File: src/sv/lbwd_pkg.sv
`default_nettype none
// ----------------------------------------------------------------------------
// lbwd_pkg
// Types and constants of the blinking LED word decoder.
// ----------------------------------------------------------------------------
package lbwd_pkg;

  localparam int unsigned WORD_BITS  = 5;
  localparam int unsigned LEVEL_W    = 8;
  localparam int unsigned DARK_W     = 9;
  localparam int unsigned CNT_W      = 3;
  localparam logic [DARK_W-1:0] DARK_MAX = 9'd511;

  // configuration register indexes
  typedef enum logic [1:0] {
    CFG_RED_THR  = 2'd0,
    CFG_BLUE_THR = 2'd1,
    CFG_LIFETIME = 2'd2
  } lbwd_cfg_idx_t;

  localparam logic [LEVEL_W-1:0] RED_THR_RST  = 8'd100;
  localparam logic [LEVEL_W-1:0] BLUE_THR_RST = 8'd50;
  localparam logic [LEVEL_W-1:0] LIFETIME_RST = 8'd60;

  // request codes
  localparam logic REQ_SAMPLE  = 1'b0;
  localparam logic REQ_RESTART = 1'b1;

  typedef struct packed {
    logic               req_type;
    logic [LEVEL_W-1:0] red_level;
    logic [LEVEL_W-1:0] blue_level;
  } lbwd_in_t;

  typedef struct packed {
    logic                 alive;
    logic                 receiving;
    logic                 word_ready;
    logic [WORD_BITS-1:0] last_word;
    logic                 id_valid;
    logic [1:0]           id_value;
    logic                 color_valid;
    logic [1:0]           color_value;
    logic                 cursor;
  } lbwd_out_t;

endpackage
`default_nettype wire

File: src/sv/led_blink_word_decoder.sv
`default_nettype none
// ----------------------------------------------------------------------------
// led_blink_word_decoder
// Per-frame bit decoder for one tracked blinking LED.
// ----------------------------------------------------------------------------
// Usage:
//   in_*  : one transaction per video frame sample (req_type 0) or tracker
//           restart (req_type 1). Accepted when in_valid && !in_stall.
//   out_* : one transaction per input transaction, carrying the tracker
//           state after that item (alive, receiving, word_ready, last word,
//           id, color, cursor). Taken when out_valid && !out_stall.
//   cfg_* : write-only register port (red/blue threshold, lifetime); the user
//           writes it only while no transaction is in flight; not enforced.
// Path: an accepted item sits in the input register, then passes the update
//   logic into the result register.
// Throughput: one item per cycle while out_stall does not hold a full result
//   register; the tracker state update is a single compare/shift/count pass.
// Stall: when out_stall holds a full result register, the input register
//   keeps its item and in_stall rises while it is occupied; no transaction
//   is dropped or repeated.
// Reset: synchronous active-low; tracker is dead, id/color invalid, all
//   counters zero, thresholds back to 100/50/60, both pipe stages empty.
// ----------------------------------------------------------------------------
module led_blink_word_decoder
  import lbwd_pkg::*;
(
  input  wire logic               clk,
  input  wire logic               rst_n,
  // input channel
  input  wire logic               in_valid,
  output logic                    in_stall,
  input  wire lbwd_in_t           in_data,
  // result channel
  output logic                    out_valid,
  input  wire logic               out_stall,
  output lbwd_out_t               out_data,
  // configuration
  input  wire logic               cfg_we,
  input  wire logic [1:0]         cfg_index,
  input  wire logic [LEVEL_W-1:0] cfg_data
);

  // configuration registers
  logic [LEVEL_W-1:0] red_thr_r, blue_thr_r, lifetime_r;

  // pipe registers
  logic      in_vld_r;
  lbwd_in_t  in_data_r;
  logic      out_vld_r;
  lbwd_out_t out_data_r;

  // tracker state
  logic                 alive_r,   alive_nxt;
  logic                 recv_r,    recv_nxt;
  logic [WORD_BITS-1:0] shift_r,   shift_nxt;
  logic [CNT_W-1:0]     cnt_r,     cnt_nxt;
  logic [WORD_BITS-1:0] held_r,    held_nxt;
  logic [DARK_W-1:0]    dark_r,    dark_nxt;
  logic                 id_ok_r,   id_ok_nxt;
  logic [1:0]           id_val_r,  id_val_nxt;
  logic                 col_ok_r,  col_ok_nxt;
  logic [1:0]           col_val_r, col_val_nxt;
  logic                 cursor_r,  cursor_nxt;
  logic                 ready_nxt;

  logic advance;      // result register free to take a new result
  logic step;         // input register item is processed this cycle

  assign advance   = !out_vld_r || !out_stall;
  assign step      = in_vld_r && advance;
  assign in_stall  = in_vld_r && !advance;
  assign out_valid = out_vld_r;
  assign out_data  = out_data_r;

  // --------------------------------------------------------------------------
  // configuration writes
  // --------------------------------------------------------------------------
  always_ff @(posedge clk) begin
    if (!rst_n) begin
      red_thr_r  <= RED_THR_RST;
      blue_thr_r <= BLUE_THR_RST;
      lifetime_r <= LIFETIME_RST;
    end else if (cfg_we) begin
      case (cfg_index)
        CFG_RED_THR:  red_thr_r  <= cfg_data;
        CFG_BLUE_THR: blue_thr_r <= cfg_data;
        CFG_LIFETIME: lifetime_r <= cfg_data;
        default: ;  // unmapped index: ignored
      endcase
    end
  end

  // --------------------------------------------------------------------------
  // tracker update, one pass per item
  // --------------------------------------------------------------------------
  always_comb begin
    logic                 bit_in;
    logic [WORD_BITS-1:0] sh;
    logic [CNT_W-1:0]     cn;
    logic [1:0]           wid;
    logic                 even;

    alive_nxt   = alive_r;
    recv_nxt    = recv_r;
    shift_nxt   = shift_r;
    cnt_nxt     = cnt_r;
    held_nxt    = held_r;
    dark_nxt    = dark_r;
    id_ok_nxt   = id_ok_r;
    id_val_nxt  = id_val_r;
    col_ok_nxt  = col_ok_r;
    col_val_nxt = col_val_r;
    cursor_nxt  = cursor_r;
    ready_nxt   = 1'b0;

    bit_in = in_data_r.red_level > red_thr_r;
    sh     = {shift_r[WORD_BITS-2:0], bit_in};
    cn     = cnt_r + CNT_W'(1);
    wid    = sh[4:3];
    even   = ~^sh;

    if (in_data_r.req_type == REQ_RESTART) begin
      alive_nxt = 1'b1;
    end else if (alive_r) begin
      cursor_nxt = in_data_r.blue_level > blue_thr_r;

      // run of dark frames, saturating
      if (!bit_in) begin
        if (dark_r != DARK_MAX) dark_nxt = dark_r + DARK_W'(1);
      end else begin
        dark_nxt = '0;
      end

      if (!recv_r) begin
        if (bit_in) recv_nxt = 1'b1;   // start bit
      end else begin
        shift_nxt = sh;
        cnt_nxt   = cn;
        if (cn >= CNT_W'(WORD_BITS)) begin
          recv_nxt  = 1'b0;
          held_nxt  = sh;
          shift_nxt = '0;
          cnt_nxt   = '0;
          ready_nxt = 1'b1;
          // even parity word: lock id first time, then set color on match
          if (even) begin
            if (!id_ok_r) begin
              id_ok_nxt  = 1'b1;
              id_val_nxt = wid;
            end
            if ((id_ok_r ? id_val_r : wid) == wid) begin
              col_ok_nxt  = 1'b1;
              col_val_nxt = sh[2:1];
            end
          end
        end
      end

      // lifetime exceeded: kill tracker, cursor keeps its new value
      if (dark_nxt > {1'b0, lifetime_r}) begin
        alive_nxt   = 1'b0;
        recv_nxt    = 1'b0;
        shift_nxt   = '0;
        cnt_nxt     = '0;
        held_nxt    = '0;
        dark_nxt    = '0;
        id_ok_nxt   = 1'b0;
        id_val_nxt  = '0;
        col_ok_nxt  = 1'b0;
        col_val_nxt = '0;
        ready_nxt   = 1'b0;
      end
    end
  end

  // --------------------------------------------------------------------------
  // control and state registers
  // --------------------------------------------------------------------------
  always_ff @(posedge clk) begin
    if (!rst_n) begin
      in_vld_r  <= 1'b0;
      out_vld_r <= 1'b0;
      alive_r   <= 1'b0;
      recv_r    <= 1'b0;
      shift_r   <= '0;
      cnt_r     <= '0;
      held_r    <= '0;
      dark_r    <= '0;
      id_ok_r   <= 1'b0;
      id_val_r  <= '0;
      col_ok_r  <= 1'b0;
      col_val_r <= '0;
      cursor_r  <= 1'b0;
    end else begin
      if (in_valid && !in_stall) in_vld_r <= 1'b1;
      else if (step)             in_vld_r <= 1'b0;

      if (step)         out_vld_r <= 1'b1;
      else if (advance) out_vld_r <= 1'b0;

      if (step) begin
        alive_r   <= alive_nxt;
        recv_r    <= recv_nxt;
        shift_r   <= shift_nxt;
        cnt_r     <= cnt_nxt;
        held_r    <= held_nxt;
        dark_r    <= dark_nxt;
        id_ok_r   <= id_ok_nxt;
        id_val_r  <= id_val_nxt;
        col_ok_r  <= col_ok_nxt;
        col_val_r <= col_val_nxt;
        cursor_r  <= cursor_nxt;
      end
    end
  end

  // payload registers
  always_ff @(posedge clk) begin
    if (in_valid && !in_stall) in_data_r <= in_data;
    if (step) begin
      out_data_r.alive       <= alive_nxt;
      out_data_r.receiving   <= recv_nxt;
      out_data_r.word_ready  <= ready_nxt;
      out_data_r.last_word   <= held_nxt;
      out_data_r.id_valid    <= id_ok_nxt;
      out_data_r.id_value    <= id_ok_nxt ? id_val_nxt : 2'd0;
      out_data_r.color_valid <= col_ok_nxt;
      out_data_r.color_value <= col_ok_nxt ? col_val_nxt : 2'd0;
      out_data_r.cursor      <= cursor_nxt;
    end
  end

endmodule
`default_nettype wire

File: config.mk
export PLATFORM = sky130hd
export DESIGN_NAME = led_blink_word_decoder
export DESIGN_NICKNAME = d
export VERILOG_FILES = /design/src/sv/lbwd_pkg.sv /design/src/sv/led_blink_word_decoder.sv
export SDC_FILE = /design/constraint.sdc
export NUM_CORES = 1
export LEC_CHECK = 0
export BUFFER_PORTS_ARGS = -buffer_cell sky130_fd_sc_hd__buf_2
export CAP_MARGIN = 20
export CORE_MARGIN = 2
export CORE_UTILIZATION = 40
export DETAILED_ROUTE_END_ITERATION = 12
export PLACE_DENSITY = 0.56
export RECOVER_POWER = 100
export SLEW_MARGIN = 20
export SYNTH_ARGS = -nofsm -noshare
export SYNTH_HDL_FRONTEND = slang
export SYNTH_SLANG_ARGS = --single-unit
export TNS_END_PERCENT = 50
File: constraint.sdc
create_clock -name clk -period 3.4 [get_ports clk]
set_input_delay 0.68 -clock clk [delete_from_list [all_inputs] [get_ports clk]]
set_output_delay 0.68 -clock clk [all_outputs]
set_load 0.05 [all_outputs]
== Word-level counts from Yosys, hierarchy flattened ==
Index checks and enable logic that the tools add are counted.
Storage, ports and cells
  flip-flop bits (word level): 88
  input bits: 32
  output and inout bits: 17
  logic and storage cells: 119
Operators by class
  add/sub/neg operators: 2
  order comparisons: 4
  equal/unequal tests: 4
  multiplexer cells: 59
  bitwise gates (word level): 3
  reductions and logical operators: 19
Operator list (count)
  2-to-1 mux 9 bit: 5
  2-to-1 mux 1 bit: 29
  2-to-1 mux 2 bit: 14
  2-to-1 mux 5 bit: 5
  greater-than comparator 8 bit: 2
  2-to-1 mux 4 bit: 3
  adder 9 x 1 -> 9 bit, second input constant: 1
  greater-than comparator 9 x 8 -> 1 bit: 1
  2-to-1 mux 3 bit: 3
  inequality test 9 bit, second input constant: 1
  AND reduction 2 bit: 3
  nonzero test 2 bit: 3
  XNOR reduction 5 bit: 1
  zero test 1 bit: 4
  AND reduction 4 bit: 1
  OR reduction 4 bit: 1
  adder 3 x 1 -> 3 bit, second input constant: 1
  >= comparator 3 bit, second input constant: 1
  logical AND 1 bit: 3
  NOT 1 bit: 3
  AND reduction 3 bit: 1
  == test 2 x 1 -> 1 bit, second input constant: 1
  == test 2 bit: 1
  == test 2 bit, second input constant: 1
  other kinds (2): 2

== Depth between registers and ports, before layout ==
Gate-level depths: netlist of the first run.
  word-level depth: 9
  mapped depth: 16
  mapped depth without buffers: 14

== Worst setup path before layout of the first run ==
Ideal clock, no wire load.
  path type: flip-flop to flip-flop
  from: register dark_r[0]
  to: register out_data_r (netlist bit out_data[10]) (data pin)
  library setup time: 0.256 ns
  data arrival time: 3.230 ns
  required time: 3.144 ns
  slack: -0.086 ns
  cell stages (with the launch flop): 14
  path buffers: 1
  period minus slack after synthesis: 3.486 ns
  cell sequence: dfxtp_1 -> ha_1 -> and2_2 -> and4_1 -> clkbuf_8 -> or3_1 -> a211oi_2 -> ha_1 -> and4_2 -> and3_2 -> a211oi_2 -> a31o_4 -> o21ai_0 -> a22o_1
On the way
  word-level cells in the longest chain between the ends: 9
  elaborated cells on any way between the ends: 10
  those cells by class: add/sub: 1; order compare: 1; eq/ne: 1; mux: 7
Ends and longest elaborated chain
  start: declaration: RTL line led_blink_word_decoder.sv:58  | logic [DARK_W-1:0] dark_r, dark_nxt;
  start signal: assignment: RTL line led_blink_word_decoder.sv:207  | dark_r <= dark_nxt;
  adder 9 x 1 -> 9 bit / inequality test 9 bit (equally long branches): RTL line led_blink_word_decoder.sv:129  | if (dark_r != DARK_MAX) dark_nxt = dark_r + DARK_W'(1);
  2-to-1 mux 9 bit (*): RTL line led_blink_word_decoder.sv:129
  2-to-1 mux 9 bit (*): RTL line led_blink_word_decoder.sv:128  | if (!bit_in) begin
  2-to-1 mux 9 bit (*): RTL line led_blink_word_decoder.sv:124  | end else if (alive_r) begin
  2-to-1 mux 9 bit (*): RTL line led_blink_word_decoder.sv:122  | if (in_data_r.req_type == REQ_RESTART) begin
  greater-than comparator 9 x 8 -> 1 bit (*): RTL line led_blink_word_decoder.sv:160  | if (dark_nxt > {1'b0, lifetime_r}) begin
  2-to-1 mux 5 bit (*): RTL line led_blink_word_decoder.sv:160
  2-to-1 mux 5 bit (*): RTL line led_blink_word_decoder.sv:124
  2-to-1 mux 5 bit (*): RTL line led_blink_word_decoder.sv:122
  via held_nxt[3]: RTL line led_blink_word_decoder.sv:57  | logic [WORD_BITS-1:0] held_r, held_nxt;
  end: declaration: RTL line led_blink_word_decoder.sv:50  | lbwd_out_t out_data_r;
Mark *: on every way through the listed nets, which the timed path passes. The rest lies on a longest branch. The select of a mux whose other input is x is not followed.
A chain may end at the register's enable or synchronous reset.

== Final worst setup path of the first run ==
  from: register dark_r[0]
  to: register dark_r[1]
On the way
  word-level cells in the longest chain between the ends: 7
  elaborated cells on any way between the ends: 8
  those cells by class: add/sub: 1; order compare: 1; eq/ne: 1; mux: 5
Ends and longest elaborated chain (RTL line)
  adder 9 x 1 -> 9 bit / inequality test 9 bit (equally long branches): led_blink_word_decoder.sv:129
  2-to-1 mux 9 bit (*): led_blink_word_decoder.sv:129
  2-to-1 mux 9 bit (*): led_blink_word_decoder.sv:128
  2-to-1 mux 9 bit (*): led_blink_word_decoder.sv:124
  2-to-1 mux 9 bit (*): led_blink_word_decoder.sv:122
  greater-than comparator 9 x 8 -> 1 bit: led_blink_word_decoder.sv:160
  2-to-1 mux 9 bit (*): led_blink_word_decoder.sv:160
Mark *: on every way between the ends. The rest lies on a longest branch, timed or not. The select of a mux whose other input is x is not followed.

==> qor.txt, run 1 <==
Port-buffer cells: 48
Syn Area/Cell: 9.419 um2
final setup fails: 16
Req. time, crit path: 3.68 ns
CP Max Fanout: 7
num ports: 49
library cells used by synthesis: 57
CTS tree: built
core area: 0.01094 mm2
min cycle time layout: 3.556 ns
RSZ-0062 raised after global routing: true
Initial DRT Pass Iterations: 5
DRC viols: 0
share of layout cells above drive strength 1: 24.83%
area growth from synthesis to layout: 28.58%
pwr dens: 424.1 mW/mm2
yosys warns: 0
Vert. Die Dim: 110.4 um
clock latency at the later pin of the worst-skew pair: 0.35 ns
CP Capture Type: register
Post-synth top flop: dfxtp_1
clk root buf: clkbuf_16
Hold/Removal Path Class: reg2reg
EDFF count, synth: 32
grt total ovfl: 0
post-layout net count: 630
global-route wire length before repair: 17.99 mm
failing checks: negative setup slack
cell area after layout: 0.005826 mm2
n_diodes: 0
vias in the first global route: 3753
Leakage: 2.306 nW
Post-synth ARST share: 0%
largest net degree at the start of global routing: 34
CTS buffer count: 9
kind of critical path: reg2reg
Yosys reg bits: 88
vias: 3887
critical path arrival: 3.83 ns
Die Width: 110.4 um
most common cell in the synthesized netlist: nand2_1
post-synthesis sequential area ratio: 45.95%
Pwr Total: 2.471 mW
Final GP Congestion: 0.8288
status: finished, violations left
number of cell rows: 38
Slew Viols, Final: 0
top-area cell type share of the netlist area: 24.74%
Routed WL: 11.02 mm
placed cells: 685
Post-Syn Area: 0.004531 mm2
Worst Skew: 0.007677 ns
post-synthesis cell count: 481
CTS clock-pin slew for the worst setup and hold paths: 0.06 ns
most frequent cells after synthesis: 58 x nand2_1, 56 x dfxtp_1, 42 x nor2_1
H-tree Lvls: 3
final hold vios: 0
vias per inst: 5.429
Worst VDD drop: 0.4401 mV
WL/cell: 15.40 um
syn_nets: 540
Die Area: 0.01219 mm2
Initial Utilization: 41.43%
gr usage total: 18.30%
Synth area leader: dfxtp_1
Sink Count: 88
fmax: 0.2812 GHz
post-DP HPWL: 7.694 mm
dpl cell area: 0.005137 mm2
initial antenna violation count: 0
Synth area leaders: dfxtp_1 25%, edfxtp_1 21%, ha_1 7.5%, nand2_1 4.8%, nor2_1 3.5%
Final Cycle Share: 104.6%
count of maximum capacitance violations: 0
DRT antenna net count: 0
final worst slack: -0.1559 ns
DP Worst Slack: -0.3802 ns
slew at the pin with the worst max-slew slack: 0.8991 ns
final non-filler cell total: 716
Startpoint Class: register
CTS Hold Bufs: 0
clock buffer depth: 2
1st-iter DRT viols: 197
Slew HR: 40.06%
path summary, 6_finish.rpt:
check / slack (ns) / cells after the start / startpoint / end
max: -0.16 / 13 / dark_r[0]$_SDFFE_PN0P_ / dark_r[1]$_SDFFE_PN0P_
max reg2reg: -0.16 / 13 / dark_r[0]$_SDFFE_PN0P_ / dark_r[1]$_SDFFE_PN0P_
min reg2reg: 0.47 / 2 / held_r[1]$_SDFFE_PN0P_ / held_r[1]$_SDFFE_PN0P_
min: 0.47 / 2 / held_r[1]$_SDFFE_PN0P_ / held_r[1]$_SDFFE_PN0P_
power by group:
group / switching (mW) / internal (mW)
clock network: 0.420 / 0.666
registers: 0.0162 / 1.13
logic: 0.150 / 0.0893
total: 0.586 / 1.88
cell families (layout without fill, tap and decap cells):
| logic type | count (synthesis) | in the layout | share of synthesized area [%] |
|---|---|---|---|
| xor gates and xnor gates | 10 | 10 | 1.933 |
| AOI/OAI and AO/OA | 116 | 116 | 17.48 |
| DFF | 88 | 88 | 45.95 |
| and+or+nand+nor | 173 | 173 | 18.53 |
| buffers and inverters | 55 | 150 | 5.993 |
| adders and majority gates | 27 | 27 | 7.456 |
| muxes | 12 | 12 | 2.651 |
per-layer routing:
layer	global-route usage, %	vias up	share of wire (%)
li1	-	1936	-
met1	22.30	1836	45
met2	31.37	102	48
met3	4.336	13	4.9
met4	6.917	0	1.8
met5	0	-	0
sequential cells by signal (all words and copies together) (netlist names), 2 cells and up:
register and cells:
red_thr_r 8, cnt_r 3, held_r 5, in_data_r 17, blue_thr_r 8, dark_r 9
lifetime_r 8, out_data 15, shift_r 4, id_val_r 2, col_val_r 2
stage by stage:
stage          hold WS, ns   TNS, ns  util, %
6_report            0.4716   -0.8499    53.27
5_1_grt             0.4883    -6.537    53.27
4_1_cts             0.4741   -0.6999    51.92
3_5_place_dp        0.4626    -6.585    46.98
3_3_place_gp        0.4626    -1.635    46.98
2_1_floorplan       0.4460  -0.03509        -
critical path, cell delays in order, from the launching register on:
cell,delay (ns)
dfxtp_1,0.31
ha_2,0.18
and2_2,0.20
and4_4,0.22
buf_6,0.14
or3_4,0.34
a211oi_4,0.26
ha_1,0.28
o21a_1,0.21
a221oi_4,0.32
a211oi_4,0.12
a31o_4,0.25
or4_4,0.52
a21oi_2,0.16
cell usage in the layout, fill, tap and decap left out, types with 3 or more instances in the layout:
cell and n:
buf_4 40, o21ai_0 16, nand4_1 19, buf_2 28
o22ai_1 5, a41oi_1 6, o21a_1 4, or4_1 3
and3_1 3, o21ai_1 3, a22o_1 5, clkbuf_1 25
a21oi_1 25, o211ai_1 8, xor2_1 5, edfxtp_1 32
a31oi_1 6, dfxtp_1 56, xnor2_1 5, buf_6 10
inv_1 29, ha_4 3, a211oi_4 3, nor2_1 39
nor2_4 3, nor3_1 4, clkbuf_16 9, nand2_1 56
ha_1 22, o21ai_2 3, o22ai_2 3, a21o_1 5
a211oi_2 3, mux2i_1 12, nor2b_1 6, o31ai_1 3
nand3_1 13
area by class of cell:
| cell class | instances | area, um2 |
|---|---|---|
| fill | 1012 | 5110 |
| multi-input combinational | 338 | 2465 |
| sequential | 88 | 2082 |
| timing repair buffer | 104 | 661.9 |
| clock buffer | 10 | 239.0 |
| tap | 140 | 175.2 |
| inverter | 30 | 112.6 |
| clock inverter | 6 | 90.09 |
repair_timing:
action	in CTS	in global routing
gates resized for setup	28	36
buffers inserted	14	3
pin swaps	19	30
setup endpoints to repair	40	40
cloned	0	0
Power figures use the tool's default switching activity.
==> run 2: changes to the inputs <==
ABC_AREA = 1   (was default)
==> qor.txt, run 2 <==
Worst VDD drop: 0.1748 mV (was 0.4401 mV)
mux cell area share after synthesis: 0% (was 2.651%)
Final GP Congestion: 0.8157 (was 0.8288)
final hold vios: 0 (unchanged)
Adder-Cell Fraction of Synth Area: 7.619% (was 7.457%)
most common cell in the synthesized netlist: nand2_1 (unchanged)
vias per inst: 5.000 (was 5.429)
GR Util met1: 21.43% (was 22.30%)
count of maximum capacitance violations: 1 (was 0)
initial antenna violation count: 0 (unchanged)
Slew HR: 0.6097% (was 40.06%)
CTS clock-pin slew for the worst setup and hold paths: 0.09 ns (was 0.06 ns)
pwr dens: 404.8 mW/mm2 (was 424.1 mW/mm2)
Min Hold Slack: 0.4608 ns (was 0.4716 ns)
Synth area leaders: dfxtp_1 25%, edfxtp_1 22%, nand2_1 7.9%, ha_1 7.6%, inv_1 6.0% (was dfxtp_1 25%, edfxtp_1 21%, ha_1 7.5%, nand2_1 4.8%, nor2_1 3.5%)
Synth area leader: dfxtp_1 (unchanged)
Sink Count: 88 (unchanged)
vias: 3615 (was 3887)
yosys warns: 0 (unchanged)
GR peak layer: met2 (unchanged)
WL/cell: 13.50 um (was 15.40 um)
grt met3 use: 2.964% (was 4.336%)
largest net degree at the start of global routing: 33 (was 34)
WHS Path Cells: 2 (unchanged)
num ports: 49 (unchanged)
Die Width: 109.3 um (was 110.4 um)
CTS buffer count: 9 (unchanged)
most frequent cells after synthesis: 93 x nand2_1, 71 x inv_1, 56 x dfxtp_1 (was 58 x nand2_1, 56 x dfxtp_1, 42 x nor2_1)
CTS Hold Bufs: 0 (unchanged)
CP Max Fanout: 10 (was 7)
Port-buffer cells: 48 (unchanged)
post-synthesis xor/xnor area fraction: 1.354% (was 1.933%)
core area: 0.01084 mm2 (was 0.01094 mm2)
number of cell rows: 38 (unchanged)
placed cells: 701 (was 685)
global-route wire length before repair: 16.28 mm (was 17.99 mm)
post-synthesis sequential area ratio: 46.95% (was 45.95%)
H-tree Lvls: 3 (unchanged)
final setup fails: 0 (was 16)
Post-synth ARST share: 0% (unchanged)
failing checks: max-capacitance violations (was negative setup slack)
DRC viols: 0 (unchanged)
vias in the first global route: 3514 (was 3753)
largest family of logic cells by synthesized area: simple AND/OR/NAND/NOR gates (unchanged)
max reg flops: 17 (unchanged)
grt total ovfl: 0 (unchanged)
Hold/Removal Path Class: reg2reg (unchanged)
share of layout cells above drive strength 1: 17.15% (was 24.83%)
gr usage total: 17.70% (was 18.30%)
Yosys reg bits: 88 (unchanged)
DRT antenna net count: 0 (unchanged)
CP Capture Type: register (unchanged)
critical path arrival: 3.42 ns (was 3.83 ns)
Syn Area/Cell: 8.560 um2 (was 9.419 um2)
Die Area: 0.01194 mm2 (was 0.01219 mm2)
Final Cycle Share: 91.71% (was 104.6%)
clk root buf: clkbuf_8 (was clkbuf_16)
kind of critical path: reg2reg (unchanged)
Startpoint Class: register (unchanged)
Worst Skew: 0.007966 ns (was 0.007677 ns)
final core utilization: 47.16% (was 53.27%)
top-area cell type share of the netlist area: 25.28% (was 24.74%)
post-layout net count: 637 (was 630)
post-synthesis cell count: 518 (was 481)
Compound-Gate Fraction of Synth Area: 15.52% (was 17.48%)
routing usage on met2: 30.26% (was 31.37%)
clock latency at the later pin of the worst-skew pair: 0.37 ns (was 0.35 ns)
CTS tree: built (unchanged)
Leakage: 2.140 nW (was 2.306 nW)
syn_nets: 577 (was 540)
Vert. Die Dim: 109.3 um (was 110.4 um)
Slew Viols, Final: 0 (unchanged)
Routed WL: 9.764 mm (was 11.02 mm)
Initial Utilization: 40.90% (was 41.43%)
final non-filler cell total: 723 (was 716)
n_diodes: 0 (unchanged)
register name with the most flops: in_data_r (unchanged)
Req. time, crit path: 3.70 ns (was 3.68 ns)
EDFF count, synth: 32 (unchanged)
library cells used by synthesis: 41 (was 57)
1st-iter DRT viols: 107 (was 197)
commonest non-fill, non-tap cell in the layout: nand2_1
Post-Syn Area: 0.004434 mm2 (was 0.004531 mm2)
Reg2Reg Depth: 21 (was 13)
clock buffer depth: 2 (unchanged)
most frequent cells in the layout: 93 x nand2_1, 70 x inv_1, 56 x dfxtp_1, 44 x a21oi_1, 34 x nor2_1 (was 56 x nand2_1, 56 x dfxtp_1, 40 x buf_4, 39 x nor2_1, 32 x edfxtp_1)
min cycle time layout: 3.118 ns (was 3.556 ns)
post-DP HPWL: 6.951 mm (was 7.694 mm)
area growth from synthesis to layout: 15.29% (was 28.58%)
Initial DRT Pass Iterations: 4 (was 5)
slew at the pin with the worst max-slew slack: 1.491 ns (was 0.8991 ns)
Post-Synth Simple-Gate Area: 20.85% (was 18.53%)
Pwr Total: 2.069 mW (was 2.471 mW)
Setup TNS: 0 ns (was -0.8499 ns)
status: finished, violations left (unchanged)
fmax: 0.3207 GHz (was 0.2812 GHz)
Post-synth top flop: dfxtp_1 (unchanged)
## run 2: cell count changes after synthesis, moves of 7 or more
cell / change
a21oi_1: +18
a22oi_1: +7
clkbuf_1: -8
inv_1: +42
mux2i_1: -12
nand2_1: +35
nand3_1: +8
nand4_1: -14
nor2_1: -8
nor2b_1: -7
o21ai_0: +9
o22ai_1: -8
## run 2: layout make-up
| class | instances | area [um2] |
|---|---|---|
| fillers | 1059 | 5728 |
| multi-input cells | 344 | 2097 |
| flip-flops and latches | 88 | 2082 |
| inverters | 78 | 297.8 |
| repair buffers | 57 | 272.8 |
| well taps | 140 | 175.2 |
| clock buffers | 14 | 172.7 |
| clock inverters | 2 | 15.01 |
## run 2: layer usage
layer | vias up | part of all wire (%)
met5 | - | 0
met4 | 0 | 3.1
met3 | 23 | 4.0
met2 | 86 | 48
met1 | 1651 | 45
li1 | 1855 | -
## run 2: repair_timing
item / in CTS / in global routing
buffers inserted: 0 / 5
setup endpoints to repair: 0 / 36
resized for setup: 0 / 14
## run 2: worst paths after layout
kind	slack, ns	start	to
setup / recovery	0.28	in_data_r[13]$_DFFE_PP_	cnt_r[1]$_SDFFE_PN0P_
hold / removal	0.46	blue_thr_r[2]$_SDFFE_PN0P_	blue_thr_r[2]$_SDFFE_PN0P_
setup reg to reg	0.28	in_data_r[13]$_DFFE_PP_	cnt_r[1]$_SDFFE_PN0P_
hold reg to reg	0.46	blue_thr_r[2]$_SDFFE_PN0P_	blue_thr_r[2]$_SDFFE_PN0P_
## run 2: kinds of logic after synthesis
| logic type | Yosys count |
|---|---|
| and+or+nand+nor | 192 |
| AOI/OAI and AO/OA | 118 |
| adders and majority gates | 27 |
| buffers and inverters | 87 |
| DFF | 88 |
| xor gates and xnor gates | 6 |
## run 2: report_power, final
group	internal [mW]	switching, mW	leakage, nW	total [mW]
Clock	0.327	0.373	0.0889	0.700
Combinational	0.0718	0.154	1.28	0.226
Sequential	1.13	0.0138	0.768	1.14
Total	1.53	0.541	2.14	2.07
## run 2: critical path, stage by stage, from the launching register on
cell and delay [ns]:
edfxtp_1 0.43, ha_4 0.30, nand2_1 0.06, nor2_2 0.16, nand4_2 0.15, nand2_4 0.13, inv_1 0.10, a31oi_1 0.23
ha_1 0.27, nand2_1 0.09, o21bai_1 0.12, nand3_1 0.09, nand2_1 0.06, nand2_1 0.07, nand2_4 0.13, nand2_8 0.10
inv_4 0.07, nand2_4 0.08, nand2_8 0.11, buf_4 0.13, o21ai_2 0.05, a21oi_1 0.11
## run 2: per-stage QoR
| step | area [um2] | setup slack, ns |
|---|---|---|
| floorplan | 4434 | 0.6631 |
| global placement | 4836 | 0.3104 |
| detailed placement | 4836 | 0.2182 |
| CTS | 5024 | 0.1820 |
| global route | 5112 | -0.03067 |
| finish | 5112 | 0.2820 |
==> run 3: changes to the inputs <==
ABC_AREA = 0   (was 1)
CTS_BUF_LIST = sky130_fd_sc_hd__clkbuf_16   (was default)
REMOVE_ABC_BUFFERS = 1   (was default)
==> qor.txt, run 3 (synthesis gave the netlist of run 1 again) <==
status: finished, violations left (unchanged)
failing checks: negative setup slack (was max-capacitance violations)
final core utilization: 51.99% (was 47.16%)
DP Worst Slack: -0.2885 ns (was 0.2182 ns)
post-layout net count: 624 (was 637)
area growth from synthesis to layout: 25.49% (was 15.29%)
pwr dens: 399.4 mW/mm2 (was 404.8 mW/mm2)
post-DP HPWL: 7.624 mm (was 6.951 mm)
share of layout cells above drive strength 1: 23.16% (was 17.15%)
Startpoint Class: register (unchanged)
Req. time, crit path: 3.68 ns (was 3.70 ns)
Net Sw Frac: 25.21% (was 26.14%)
final hold vios: 0 (unchanged)
CTS clock-pin slew for the worst setup and hold paths: 0.06 ns (was 0.09 ns)
slew at the pin with the worst max-slew slack: 0.8960 ns (was 1.491 ns)
vias in the first global route: 3682 (was 3514)
Reg2Reg Depth: 12 (was 21)
Slew HR: 40.27% (was 0.6097%)
vias per inst: 5.368 (was 5.000)
Slew Viols, Final: 0 (unchanged)
min cycle time layout: 3.415 ns (was 3.118 ns)
1st-iter DRT viols: 162 (was 107)
Switch Pwr: 0.5725 mW (was 0.5408 mW)
Fillers: 1024 (was 1059)
clock buffer depth: 2 (unchanged)
CP Max Fanout: 6 (was 10)
CTS buffer count: 9 (unchanged)
final worst slack: -0.01480 ns (was 0.2820 ns)
number of cell rows: 38 (unchanged)
Routed WL: 10.78 mm (was 9.764 mm)
sequential share of power: 50.5% (was 55.3%)
Worst VDD drop: 0.3663 mV (was 0.1748 mV)
commonest non-fill, non-tap cell in the layout: nand2_1 (unchanged)
gr usage total: 18.26% (was 17.70%)
clock power share: 39.6% (was 33.8%)
DRT antenna net count: 0 (unchanged)
n_diodes: 0 (unchanged)
kind of critical path: reg2reg (unchanged)
CTS tree: built (unchanged)
critical path arrival: 3.70 ns (was 3.42 ns)
most frequent cells in the layout: 57 x nand2_1, 56 x dfxtp_1, 38 x nor2_1, 36 x buf_4, 32 x edfxtp_1 (was 93 x nand2_1, 70 x inv_1, 56 x dfxtp_1, 44 x a21oi_1, 34 x nor2_1)
combinational share of power: 9.9% (was 10.9%)
reg2reg setup slack: -0.01 ns (was 0.28 ns)
max reg flops: 17 (unchanged)
Worst Skew: 0.006782 ns (was 0.007966 ns)
H-tree Lvls: 3 (unchanged)
num ports: 49 (unchanged)
grt met3 use: 3.897% (was 2.964%)
RSZ-0062 raised after global routing: true
final setup fails: 2 (was 0)
WHS Path Cells: 2 (unchanged)
Multi-input gate area: 0.002427 mm2 (was 0.002097 mm2)
count of maximum capacitance violations: 0 (was 1)
clock latency at the later pin of the worst-skew pair: 0.35 ns (was 0.37 ns)
largest net degree at the start of global routing: 34 (was 33)
core area: 0.01094 mm2 (was 0.01084 mm2)
clk root buf: clkbuf_16 (was clkbuf_8)
WL/cell: 15.18 um (was 13.50 um)
initial antenna violation count: 0 (unchanged)
vias: 3811 (was 3615)
CP Capture Type: register (unchanged)
global-route wire length before repair: 18.20 mm (was 16.28 mm)
GR peak layer: met2 (unchanged)
Die Area: 0.01219 mm2 (was 0.01194 mm2)
register name with the most flops: in_data_r (unchanged)
Leakage: 2.271 nW (was 2.140 nW)
Final GP Congestion: 0.8479 (was 0.8157)
Hold/Removal Path Class: reg2reg (unchanged)
total internal power: 1.698 mW (was 1.529 mW)
grt total ovfl: 0 (unchanged)
FF/Latch Area: 0.002082 mm2 (unchanged)
Vert. Die Dim: 110.4 um (was 109.3 um)
Min Hold Slack: 0.4780 ns (was 0.4608 ns)
Die Width: 110.4 um (was 109.3 um)
Final Cycle Share: 100.4% (was 91.71%)
Initial Utilization: 41.43% (was 40.90%)
routing usage on met2: 29.00% (was 30.26%)
DRC viols: 0 (unchanged)
Initial DRT Pass Iterations: 4 (unchanged)
GR Util met1: 24.36% (was 21.43%)
Sink Count: 88 (unchanged)
Port-buffer cells: 48 (unchanged)
fmax: 0.2928 GHz (was 0.3207 GHz)
-- run 3: cell types whose count changed in the layout (fill, tap and decap cells not counted), sizes merged, moves of 8 or more --
cell,before,now
mux2i,0,12
o21ai,40,23
nand4,7,19
nand2,106,59
buf,35,73
a21oi,51,28
o22ai,0,8
nand3,22,14
inv,77,30
-- run 3: what timing repair did --
item | 4_1_cts | 5_1_grt
resized for setup | 25 | 34
setup endpoints to repair | 36 | 40
hold buffers | 0 | 0
cloned | 0 | 0
pin swaps | 17 | 34
buffers inserted | 7 | 6
-- run 3: path summary, 6_finish.rpt --
path,from,endpoint
worst max-delay path,dark_r[0]$_SDFFE_PN0P_,dark_r[1]$_SDFFE_PN0P_
worst max register to register,dark_r[0]$_SDFFE_PN0P_,dark_r[1]$_SDFFE_PN0P_
worst min register to register,cnt_r[2]$_SDFFE_PN0P_,cnt_r[2]$_SDFFE_PN0P_
worst min-delay path,cnt_r[2]$_SDFFE_PN0P_,cnt_r[2]$_SDFFE_PN0P_
-- run 3: critical path, stage by stage (launching register included) --
cell and delay, ns:
dfxtp_1 0.32, ha_1 0.22, and2_2 0.20, and4_4 0.21
or3_1 0.33, a211oi_2 0.23, ha_2 0.32, o21a_1 0.20
a221oi_4 0.33, a211oi_4 0.12, a31o_4 0.25, or4_4 0.50
a21oi_1 0.13
-- run 3: metrics by stage --
stage               cells  TNS [ns]  total power, mW  cell area [um2]
finish                710  -0.02828            2.271             5685
global route          710    -2.222            2.371             5685
CTS                   704   -0.1852            2.292             5508
detailed placement    681    -5.063            1.378             5077
global placement      681    -2.831            1.374             5077
floorplan             456    -24.17            1.291             4372
-- run 3: layer usage --
metal | up-vias | part of all wire, % | routed length, um
met5 | - | 0 | 0
met4 | 0 | 1.9 | 209
met3 | 16 | 4.8 | 515
met2 | 90 | 47 | 5085
met1 | 1786 | 46 | 4969
li1 | 1919 | - | -
-- run 3: area by class of cell --
cell class,instances,share of cell area (%)
Clock inverter,7,0.7042
Multi-Input combinational cell,338,42.69
Inverter,30,1.981
Sequential cell,88,36.62
Timing Repair Buffer,98,10.96
Clock buffer,9,3.961
Tap cell,140,3.081
-- run 3: power groups by stage --
stage	Sequential (mW)	Combinational (mW)	Clock, mW
after floorplan	1.19	0.0977	0
final	1.15	0.225	0.898
after CTS	1.15	0.223	0.923
after global placement	1.17	0.206	0
after global routing	1.15	0.248	0.972
after detailed placement	1.17	0.209	0
